$ cat config.mk
export PLATFORM = sky130hd
export DESIGN_NAME = point_deque_with_indexed_write
export DESIGN_NICKNAME = d
export VERILOG_FILES = /design/src/hw/rtl/pdq_pkg.sv /design/src/hw/rtl/pdq_datapath.sv /design/src/hw/rtl/pdq_ctrl.sv /design/src/hw/rtl/point_deque_with_indexed_write.sv
export VERILOG_INCLUDE_DIRS = /design/src /design/src/hw/rtl
export SDC_FILE = /design/constraint.sdc
export NUM_CORES = 2
export LEC_CHECK = 0
export ABC_CLOCK_PERIOD_IN_PS = 12950
export BUFFER_PORTS_ARGS = -buffer_cell sky130_fd_sc_hd__clkbuf_2
export CAP_MARGIN = 25
export CORE_MARGIN = 2
export CORE_UTILIZATION = 50
export DETAILED_ROUTE_END_ITERATION = 6
export PLACE_DENSITY = 0.65
export SETUP_SLACK_MARGIN = 0.5
export SLEW_MARGIN = 15
export SYNTH_ARGS = -nofsm -noshare
export SYNTH_HDL_FRONTEND = slang
export SYNTH_SLANG_ARGS = --single-unit
$ cat constraint.sdc
create_clock -name i_clk -period 12.95 [get_ports i_clk]
set_input_delay 2.59 -clock i_clk [delete_from_list [all_inputs] [get_ports i_clk]]
set_output_delay 2.59 -clock i_clk [all_outputs]
set_load 0.1 [all_outputs]
$ cat src/hw/rtl/point_deque_with_indexed_write_macros.svh
// Assertion macros for the file that checks its own behavior.
`ifndef POINT_DEQUE_WITH_INDEXED_WRITE_MACROS_SVH
`define POINT_DEQUE_WITH_INDEXED_WRITE_MACROS_SVH
`ifndef SYNTHESIS
// Checks that cons holds in the same cycle as ante.
`define PDQ_ASSERT_SAME(lbl, clk, rstn, ante, cons) \
    lbl: assert property (@(posedge clk) disable iff (!rstn) (ante) |-> (cons)) \
        else $error("assertion failed");
// Checks that cons holds in the cycle after ante.
`define PDQ_ASSERT_NEXT(lbl, clk, rstn, ante, cons) \
    lbl: assert property (@(posedge clk) disable iff (!rstn) (ante) |=> (cons)) \
        else $error("assertion failed");
`else
`define PDQ_ASSERT_SAME(lbl, clk, rstn, ante, cons)
`define PDQ_ASSERT_NEXT(lbl, clk, rstn, ante, cons)
`endif
`endif

$ cat src/hw/rtl/pdq_pkg.sv
package pdq_pkg;

    localparam int DEPTH  = 64;
    localparam int SLOT_W = $clog2(DEPTH);
    localparam int CNT_W  = 7;

    typedef enum logic [2:0] {
        FN_PUSH_FRONT = 3'd0,
        FN_PUSH_BACK  = 3'd1,
        FN_POP_FRONT  = 3'd2,
        FN_POP_BACK   = 3'd3,
        FN_SET        = 3'd4,
        FN_DUMP       = 3'd5
    } t_func;

    typedef enum logic [1:0] {
        ST_OK    = 2'd0,
        ST_EMPTY = 2'd1,
        ST_RANGE = 2'd2,
        ST_FULL  = 2'd3
    } t_status;

    typedef struct packed {
        logic exec;
        logic dump_start;
        logic dump_rd;
        logic dump_load;
    } t_cmd;

    typedef struct packed {
        logic empty;
        logic out_last;
    } t_stat;

    // Ring slot that lies off places behind base; off stays below DEPTH.
    function automatic logic [SLOT_W-1:0] slot_add(logic [SLOT_W-1:0] base,
                                                   logic [CNT_W-1:0] off);
        logic [CNT_W:0] sum;
        sum = (CNT_W+1)'(base) + (CNT_W+1)'(off);
        if (sum >= (CNT_W+1)'(DEPTH)) begin
            sum = sum - (CNT_W+1)'(DEPTH);
        end
        return SLOT_W'(sum);
    endfunction

    // Ring slot just ahead of base.
    function automatic logic [SLOT_W-1:0] slot_dec(logic [SLOT_W-1:0] base);
        logic [SLOT_W-1:0] res;
        if (base == '0) begin
            res = SLOT_W'(DEPTH - 1);
        end else begin
            res = base - SLOT_W'(1);
        end
        return res;
    endfunction

endpackage

$ cat src/hw/rtl/pdq_datapath.sv
module pdq_datapath (
    input  logic                     i_clk,
    input  logic                     i_rst_n,
    input  pdq_pkg::t_cmd            i_cmd,
    output pdq_pkg::t_stat           o_stat,
    input  logic [2:0]               i_func,
    input  logic signed [15:0]       i_point_x,
    input  logic signed [15:0]       i_point_y,
    input  logic [6:0]               i_position,
    output logic [1:0]               o_status,
    output logic [6:0]               o_entry_count,
    output logic signed [15:0]       o_out_x,
    output logic signed [15:0]       o_out_y,
    output logic                     o_last
);
    import pdq_pkg::*;

    logic [31:0]       r_mem [DEPTH];
    logic [31:0]       r_rdata;
    logic [SLOT_W-1:0] r_front, n_front;
    logic [CNT_W-1:0]  r_count, n_count;
    logic [SLOT_W-1:0] r_idx;
    logic [1:0]        r_status;
    logic [CNT_W-1:0]  r_out_count;
    logic [15:0]       r_out_x, r_out_y;
    logic              r_last;

    logic              wr_en;
    logic [SLOT_W-1:0] wr_addr;
    logic [SLOT_W-1:0] rd_addr;
    logic [31:0]       wdata;
    t_status           ex_status;
    logic              full, empty, idx_last;

    assign full     = (r_count == CNT_W'(DEPTH));
    assign empty    = (r_count == '0);
    assign wdata    = {i_point_x, i_point_y};
    assign rd_addr  = slot_add(r_front, CNT_W'(r_idx));
    assign idx_last = ((CNT_W'(r_idx) + CNT_W'(1)) == r_count);

    // Effect of one non-dump request on the ring pointers and the store.
    always_comb begin
        n_front   = r_front;
        n_count   = r_count;
        wr_en     = 1'b0;
        wr_addr   = r_front;
        ex_status = ST_OK;
        case (t_func'(i_func))
            FN_PUSH_FRONT: begin
                if (full) begin
                    ex_status = ST_FULL;
                end else begin
                    n_front = slot_dec(r_front);
                    wr_addr = slot_dec(r_front);
                    wr_en   = 1'b1;
                    n_count = r_count + CNT_W'(1);
                end
            end
            FN_PUSH_BACK: begin
                if (full) begin
                    ex_status = ST_FULL;
                end else begin
                    wr_addr = slot_add(r_front, r_count);
                    wr_en   = 1'b1;
                    n_count = r_count + CNT_W'(1);
                end
            end
            FN_POP_FRONT: begin
                if (empty) begin
                    ex_status = ST_EMPTY;
                end else begin
                    n_front = slot_add(r_front, CNT_W'(1));
                    n_count = r_count - CNT_W'(1);
                end
            end
            FN_POP_BACK: begin
                if (empty) begin
                    ex_status = ST_EMPTY;
                end else begin
                    n_count = r_count - CNT_W'(1);
                end
            end
            FN_SET: begin
                if (empty) begin
                    ex_status = ST_EMPTY;
                end else if (i_position >= r_count) begin
                    ex_status = ST_RANGE;
                end else begin
                    wr_addr = slot_add(r_front, i_position);
                    wr_en   = 1'b1;
                end
            end
            FN_DUMP: begin
                if (empty) begin
                    ex_status = ST_EMPTY;
                end
            end
            default: begin
                ex_status = ST_OK;
            end
        endcase
    end

    always_ff @(posedge i_clk) begin
        if (!i_rst_n) begin
            r_front <= '0;
            r_count <= '0;
            r_idx   <= '0;
        end else begin
            if (i_cmd.exec) begin
                r_front <= n_front;
                r_count <= n_count;
            end
            if (i_cmd.dump_start) begin
                r_idx <= '0;
            end else if (i_cmd.dump_load) begin
                r_idx <= r_idx + SLOT_W'(1);
            end
        end
    end

    always_ff @(posedge i_clk) begin
        if (i_cmd.exec && wr_en) begin
            r_mem[wr_addr] <= wdata;
        end
        if (i_cmd.dump_rd) begin
            r_rdata <= r_mem[rd_addr];
        end
    end

    always_ff @(posedge i_clk) begin
        if (i_cmd.exec) begin
            r_status    <= ex_status;
            r_out_count <= n_count;
            r_out_x     <= '0;
            r_out_y     <= '0;
            r_last      <= 1'b1;
        end else if (i_cmd.dump_load) begin
            r_status    <= ST_OK;
            r_out_count <= r_count;
            r_out_x     <= r_rdata[31:16];
            r_out_y     <= r_rdata[15:0];
            r_last      <= idx_last;
        end
    end

    assign o_stat.empty    = empty;
    assign o_stat.out_last = r_last;
    assign o_status        = r_status;
    assign o_entry_count   = r_out_count;
    assign o_out_x         = r_out_x;
    assign o_out_y         = r_out_y;
    assign o_last          = r_last;

endmodule

$ cat src/hw/rtl/pdq_ctrl.sv
module pdq_ctrl (
    input  logic           i_clk,
    input  logic           i_rst_n,
    input  logic           i_valid,
    output logic           o_stall,
    input  logic [2:0]     i_func,
    output logic           o_valid,
    input  logic           i_stall,
    input  pdq_pkg::t_stat i_stat,
    output pdq_pkg::t_cmd  o_cmd
);
    import pdq_pkg::*;

    typedef enum logic [3:0] {
        S_IDLE = 4'b0001,
        S_READ = 4'b0010,
        S_LOAD = 4'b0100,
        S_WAIT = 4'b1000
    } t_state;

    t_state r_state, n_state;
    logic   r_valid, n_valid;
    logic   out_take, in_take, is_dump;

    assign out_take = r_valid && !i_stall;
    assign o_stall  = !((r_state == S_IDLE) && (!r_valid || !i_stall));
    assign in_take  = i_valid && !o_stall;
    assign is_dump  = (t_func'(i_func) == FN_DUMP) && !i_stat.empty;

    always_comb begin
        n_state = r_state;
        n_valid = r_valid;
        o_cmd   = '0;
        unique case (r_state)
            S_IDLE: begin
                if (out_take) begin
                    n_valid = 1'b0;
                end
                if (in_take) begin
                    if (is_dump) begin
                        o_cmd.dump_start = 1'b1;
                        n_state          = S_READ;
                    end else begin
                        o_cmd.exec = 1'b1;
                        n_valid    = 1'b1;
                    end
                end
            end
            S_READ: begin
                o_cmd.dump_rd = 1'b1;
                n_state       = S_LOAD;
            end
            S_LOAD: begin
                o_cmd.dump_load = 1'b1;
                n_valid         = 1'b1;
                n_state         = S_WAIT;
            end
            S_WAIT: begin
                if (out_take) begin
                    n_valid = 1'b0;
                    n_state = i_stat.out_last ? S_IDLE : S_READ;
                end
            end
            default: begin
                n_state = S_IDLE;
            end
        endcase
    end

    always_ff @(posedge i_clk) begin
        if (!i_rst_n) begin
            r_state <= S_IDLE;
            r_valid <= 1'b0;
        end else begin
            r_state <= n_state;
            r_valid <= n_valid;
        end
    end

    assign o_valid = r_valid;

endmodule

$ cat src/hw/rtl/point_deque_with_indexed_write.sv
// Push, pop, set, an unknown code and a dump of an empty list: one result word, valid in
// the cycle after accept; a new word is taken each cycle while the result side keeps pace.
// Dump: each point goes through a memory read, an output load and a handoff, as the point
// store has a single registered read port; the input is stalled until the last word leaves.
// Reset (synchronous, active low) empties the list and clears the output valid;
// the point store itself is not cleared.
`include "point_deque_with_indexed_write_macros.svh"

module point_deque_with_indexed_write (
    input  logic               i_clk,
    input  logic               i_rst_n,
    // Request channel.
    input  logic               i_valid,
    output logic               o_stall,
    input  logic [2:0]         i_func,
    input  logic signed [15:0] i_point_x,
    input  logic signed [15:0] i_point_y,
    input  logic [6:0]         i_position,
    // Result channel.
    output logic               o_valid,
    input  logic               i_stall,
    output logic [1:0]         o_status,
    output logic [6:0]         o_entry_count,
    output logic signed [15:0] o_out_x,
    output logic signed [15:0] o_out_y,
    output logic               o_last
);
    import pdq_pkg::*;

    // The controller sequences requests and dumps; the datapath owns the ring
    // store, the front pointer, the count and the registered result word.
    t_cmd  cmd;
    t_stat stat;

    pdq_ctrl u_ctrl (
        .i_clk   (i_clk),
        .i_rst_n (i_rst_n),
        .i_valid (i_valid),
        .o_stall (o_stall),
        .i_func  (i_func),
        .o_valid (o_valid),
        .i_stall (i_stall),
        .i_stat  (stat),
        .o_cmd   (cmd)
    );

    pdq_datapath u_dp (
        .i_clk         (i_clk),
        .i_rst_n       (i_rst_n),
        .i_cmd         (cmd),
        .o_stat        (stat),
        .i_func        (i_func),
        .i_point_x     (i_point_x),
        .i_point_y     (i_point_y),
        .i_position    (i_position),
        .o_status      (o_status),
        .o_entry_count (o_entry_count),
        .o_out_x       (o_out_x),
        .o_out_y       (o_out_y),
        .o_last        (o_last)
    );

    // A result word that is held back must keep the request side closed.
    `PDQ_ASSERT_SAME(a_hold_blocks_input, i_clk, i_rst_n, o_valid && i_stall, o_stall)
    // The reported count never passes the ring capacity.
    `PDQ_ASSERT_SAME(a_count_bound, i_clk, i_rst_n, o_valid, o_entry_count <= 7'(DEPTH))
    // Every word of a dump but the final one is a stored point with ok status.
    `PDQ_ASSERT_SAME(a_dump_ok, i_clk, i_rst_n, o_valid && !o_last, o_status == ST_OK)
    // Once a middle dump word leaves, the dump continues and input stays closed.
    `PDQ_ASSERT_NEXT(a_dump_continues, i_clk, i_rst_n, o_valid && !i_stall && !o_last,
                     o_stall)

endmodule

---- Word-level counts from Yosys, hierarchy flattened ----
Memory sizes are Yosys's and may differ from the RTL's. A register that Yosys moved wholly into a read port is not among the register bits.
Index checks and enable logic that the tools add are counted.
cells by class
  $add $sub $neg .......................... 13
  order comparisons ....................... 5
  equality and inequality tests ........... 15
  mux-type cells .......................... 45
  bitwise operators ....................... 1
  reductions and logical operators ........ 22
operator list
  cell                   number
  $mux W6                10
  $sub A6 B1 Y6 const B  5
  $mux W7                4
  $pmux W6 S3            1
  $add A6 B7 Y8          2
  $ge A8 B7 Y1 const B   2
  $mux W2                8
  $pmux W4 S4            1
  $add A6 B1 Y7 const B  2
  $ge A7 B7 Y1 const B   2
  $pmux W7 S2            1
  $mux W1                13
  $mux W4                3
  $pmux W6 S2            1
  $add A6 B6 Y7          1
  $add A7 B1 Y7 const B  1
  $eq A7 B7 Y1           1
  $eq A7 B7 Y1 const B   1
  $ge A7 B7 Y1           1
  $logic_not A7 Y1       1
  $sub A7 B1 Y7 const B  1
  $add A6 B1 Y6 const B  1
  $eq A3 B2 Y1 const B   2
  $eq A3 B3 Y1 const B   2
  21 further kinds       34
storage, ports and cells
  register bits after elaboration ......... 66
  RAM bits ................................ 2048
  input port bits ......................... 46
  logic and storage cells ................. 112
  memories kept ........................... 1
memory list
  memory      depth  bits a word  read ports  clocked after Yosys merged registers in  write ports  line                text
  u_dp.r_mem  64     32           1           1                                        1            pdq_datapath.sv:18  logic [31:0] r_mem [DEPTH];

---- Depth between registers and ports, before layout ----
  depth in word-level cells ............... 9
  mapped depth ............................ 13
  depth with buffers taken out ............ 10

---- Cells and area by module ----
From an unflattened synthesis, not the netlist that was laid out.
unflattened totals
  cells, all modules ...................... 3619
  area total of the unflattened synthesis .. 83521.4 µm²
by module, submodules not included
  module        instances  cells an instance  area an instance (µm²)  seq. area each (µm²)
  pdq_datapath  1          3573               83136.0                 63771.2
  pdq_ctrl      1          46                 385.4                   100.1

---- Worst setup path before layout ----
Ideal clock, no wire load.
  path type ............................... input to register
  start point ............................. in i_position[4]
  end point ............................... mem u_dp.r_mem[58][0], enable pin
  library setup time ...................... 461 ps
  arrival ................................. 6790 ps
  required time ........................... 12489 ps
  slack ................................... 5699 ps
  stages .................................. 8
  buffers on the path ..................... 0
  cells stage by stage .................... ha_1 a21o_1 a221o_1 a41oi_2 a31oi_4 a221oi_4 nand4_2 nor3_1
on the way
  cells in the longest elaborated chain, start to end .. 7
ends and longest elaborated chain
  item                                                   line                                  text
  from (decl)                                            point_deque_with_indexed_write.sv:18  input logic [6:0] i_position,
  branches (longest 7 deep; another with $add A6 B7 Y8)  --
  to (decl)                                              pdq_datapath.sv:18
Parallel ways; which one is timed is not known.

---- Worst setup path in the final report ----
  start point ............................. reg u_dp.r_front[0]
  end point ............................... reg u_dp.r_rdata[14] (read register of u_dp.r_mem) (data pin)
on the way
  cells in the longest elaborated chain, start to end .. 3
ends and longest elaborated chain
  item                                           line                          text
  from (decl)                                    pdq_datapath.sv:20            logic [SLOT_W-1:0] r_front, n_front;
  from (signal assigned)                         pdq_datapath.sv:111           r_front <= n_front;
  $add A6 B6 Y7 *                                pdq_pkg.sv:39                 sum = (CNT_W+1)'(base) + (CNT_W+1)'(off);
  $sub A6 B1 Y6 or $ge A7 B7 Y1 (tied branches)  pdq_pkg.sv:41, pdq_pkg.sv:40
  $mux W6 *                                      pdq_pkg.sv:40                 if (sum >= (CNT_W+1)'(DEPTH)) begin
  to (decl)                                      pdq_datapath.sv:19            logic [31:0] r_rdata;
Mark *: on every way between the ends. The rest lies on a longest branch, timed or not.
A chain may end at the register's enable or synchronous reset.

==> results.json <==
{
  "power.leakage_nw": 28.75,
  "netlist_area_um2": 83610,
  "place.gp.congestion": 0.8647,
  "via_per_inst": 6.194,
  "final_common_cell": "edfxtp_1",
  "grt_max_degree": 114,
  "drt_iter0_drc": 4550,
  "track_usage": 0.2335,
  "yosysSeqAreaShare": 0.7639,
  "postCtsHoldBufs": 0,
  "yosysWarnings": 0,
  "syn2layout_area_growth_pct": 12.87,
  "hpwl_mm": 114.2,
  "ys_top_cells_by_area": "edfxtp_1 (75%), mux4_2 (17%), dfxtp_1 (1.4%)",
  "cts_buffers": 211,
  "num_rows": 150,
  "core_um2": 166700,
  "async_flop_share": 0,
  "yosysTopAreaCell": "edfxtp_1",
  "hold_violations": 0,
  "vdd_drop_max_uv": 152.7,
  "crit_path_end_kind": "register",
  "start_util": 0.5017,
  "mostFrequentLayoutCells": "edfxtp_1 (2089), mux4_2 (640), clkbuf_16 (215)",
  "syn_inst": 3655,
  "tightest_slew_ns": 1.171,
  "yosysTopAreaCellShare": 0.7503,
  "crit_type": "register to register",
  "cts_max_level": 4,
  "startpoint_type": "register",
  "final_antenna_net_count": 0,
  "relSlewSlack": 0.2147,
  "vias": 39010,
  "timing.final.crit_period_ns": 6.152,
  "skew_ns": 0.05473,
  "syn_avg_cell_area_um2": 22.88,
  "drv_cap": 0,
  "syn_nets": 3732,
  "cts_tree": "built",
  "wirelength_mm": 195.9,
  "io_pins": 90,
  "die_area_um2": 170500,
  "maxSlewViolCount": 0,
  "grt_setup_unrepaired": "false",
  "fmax_mhz": 162.5,
  "clk_latency_ns": 0.86,
  "ctsLongestPathBuffers": 3,
  "fin_nets": 3995,
  "cts.sinks": 2146,
  "drive_above_1_share": 0.3168,
  "die_w_um": 412.9,
  "grt_pass1_vias": 39070,
  "outcome": "finished clean",
  "finalSetupViolCount": 0,
  "synth_seq_cells": 2146,
  "antenna_found_initial": 7,
  "cts_post_setup_buffers_inserted": 0,
  "die_h_um": 412.9,
  "cts.clk_slew.worst_paths_ns": 0.06,
  "overflow": 0,
  "required_ns": 13.44,
  "grt_pass1_wl_mm": 283.6,
  "drc_errors": 0,
  "cts_resized": 0,
  "synthFlopType": "edfxtp_1",
  "finalCritPeriodShare": 0.4751,
  "numPortBuffers": 89,
  "nFillCells": 12160,
  "tns_ns": 0,
  "routedWlPerCell_um": 31.10,
  "power_density_nw_per_um2": 159.6,
  "first_pass_iters": 5,
  "finalCoreUtilization": 0.5662,
  "synth_edf_count": 2089,
  "worst_hold_path_type": "register to register",
  "synth.distinct_cells": 83,
  "clock-root-buffer": "clkbuf_16",
  "cp_data_arrival_time_ns": 6.65,
  "cp_max_fo": 113
}
[path summary, 6_finish.rpt]
path / from / to / slack [ns] / cells after the start
max reg2reg: u_dp.r_front[0]$_SDFFE_PN0P_ / u_dp.r_rdata[14]$_DFFE_PP_ / 6.80 / 9
max: u_dp.r_front[0]$_SDFFE_PN0P_ / u_dp.r_rdata[14]$_DFFE_PP_ / 6.80 / 9
min reg2reg: u_dp.o_out_y[0]$_SDFFE_PP0P_ / u_dp.o_out_y[0]$_SDFFE_PP0P_ / 0.46 / 2
min: u_dp.o_out_y[0]$_SDFFE_PP0P_ / u_dp.o_out_y[0]$_SDFFE_PP0P_ / 0.46 / 2
[cells in the mapped netlist (3+ instances only)]
cell type	number
nand4b_2	4
a211oi_1	40
nor2_1	36
o31ai_1	3
fa_1	3
edfxtp_1	2089
nand2b_1	10
xnor2_1	19
a21oi_1	94
buf_6	6
xor2_1	8
clkbuf_1	99
a21o_1	9
nor4_1	3
nor2b_1	37
a22oi_1	5
inv_1	19
nand2_1	97
o22ai_1	6
mux2i_1	34
nand4_2	3
buf_2	82
a221oi_1	5
and2_1	9
o21ai_0	25
nor3_1	68
nand4_1	5
mux4_2	640
buf_1	12
ha_1	28
a31oi_1	6
dfxtp_1	57
nand3_1	16
o32ai_1	3
nor3_2	8
buf_4	7
[critical path: stages, from the launching register on]
cell and delay [ns]:
dfxtp_1 0.53, ha_4 0.28, fa_4 1.17, buf_12 0.66
buf_4 0.77, mux4_2 0.42, mux4_2 0.50, nor2b_1 0.19
a211oi_1 0.88, a21oi_1 0.23
[per-stage QoR]
stage	hold slack (ns)	setup WS [ns]	cell area, µm²	total power, W	std cells
3_5_place_dp	0.4497	5.868	87560	0.009253	5903
6_report	0.4564	6.798	94370	0.01506	6299
4_1_cts	0.4570	6.752	94300	0.01517	6292
5_1_grt	0.4816	6.614	94370	0.01552	6298
3_3_place_gp	0.4475	6.020	87530	0.009238	5901
2_1_floorplan	0.4713	5.699	83610	0.008720	3655
[report_power, final]
| part | internal (W) | leakage (nW) | switching (W) | total, W |
|---|---|---|---|---|
| clock | 0.00338 | 3.31 | 0.00258 | 0.00595 |
| combinational | 0.000512 | 6.20 | 0.000888 | 0.00140 |
| sequential | 0.00767 | 19.2 | 0.0000326 | 0.00770 |
[final cells by class]
class | count | area, µm² | share of cell area
Sequential cell | 2146 | 63870 | 0.6768
Multi-Input combinational cell | 1283 | 19120 | 0.2026
Clock buffer | 260 | 5609 | 0.05944
Tap cell | 2204 | 2758 | 0.02922
Timing Repair Buffer | 256 | 1802 | 0.01909
Clock inverter | 129 | 1130 | 0.01197
Inverter | 20 | 75.07 | 0.0007955
Antenna cell | 1 | 2.502 | 0.00002652
[per-layer routing]
layer  wire length, µm  track usage  share of wire
met5                13            0       0.000066
met4              3891      0.05567          0.020
met3             13960      0.04415          0.071
met2             96900       0.3745           0.49
met1             81120       0.3360           0.41
[sequential cells by signal, indices dropped and copies added, names as in the netlist]
register / count
u_dp.o_status: 2
u_dp.r_idx: 6
u_dp.r_rdata: 32
u_dp.o_out_y: 16
u_ctrl.o_valid: 1
u_dp.r_front: 6
u_dp.o_entry_count: 7
u_dp.o_last: 1
u_dp.r_mem: 2048
u_ctrl.r_state: 4
u_dp.r_count: 7
u_dp.o_out_x: 16
[logic make-up (layout without fill, tap and decap cells)]
family	Yosys count	count (layout)	synth area share
AO/OA/AOI/OAI	228	228	0.01830
XOR/XNOR	27	27	0.002828
adder cells (fa/ha/maj)	31	31	0.004909
buffers and inverters	226	665	0.01223
flip-flops	2146	2146	0.7639
multiplexers	674	674	0.1765
other	0	1	0
AND/OR/NAND/NOR	323	323	0.02134
Power figures use the tool's default switching activity.
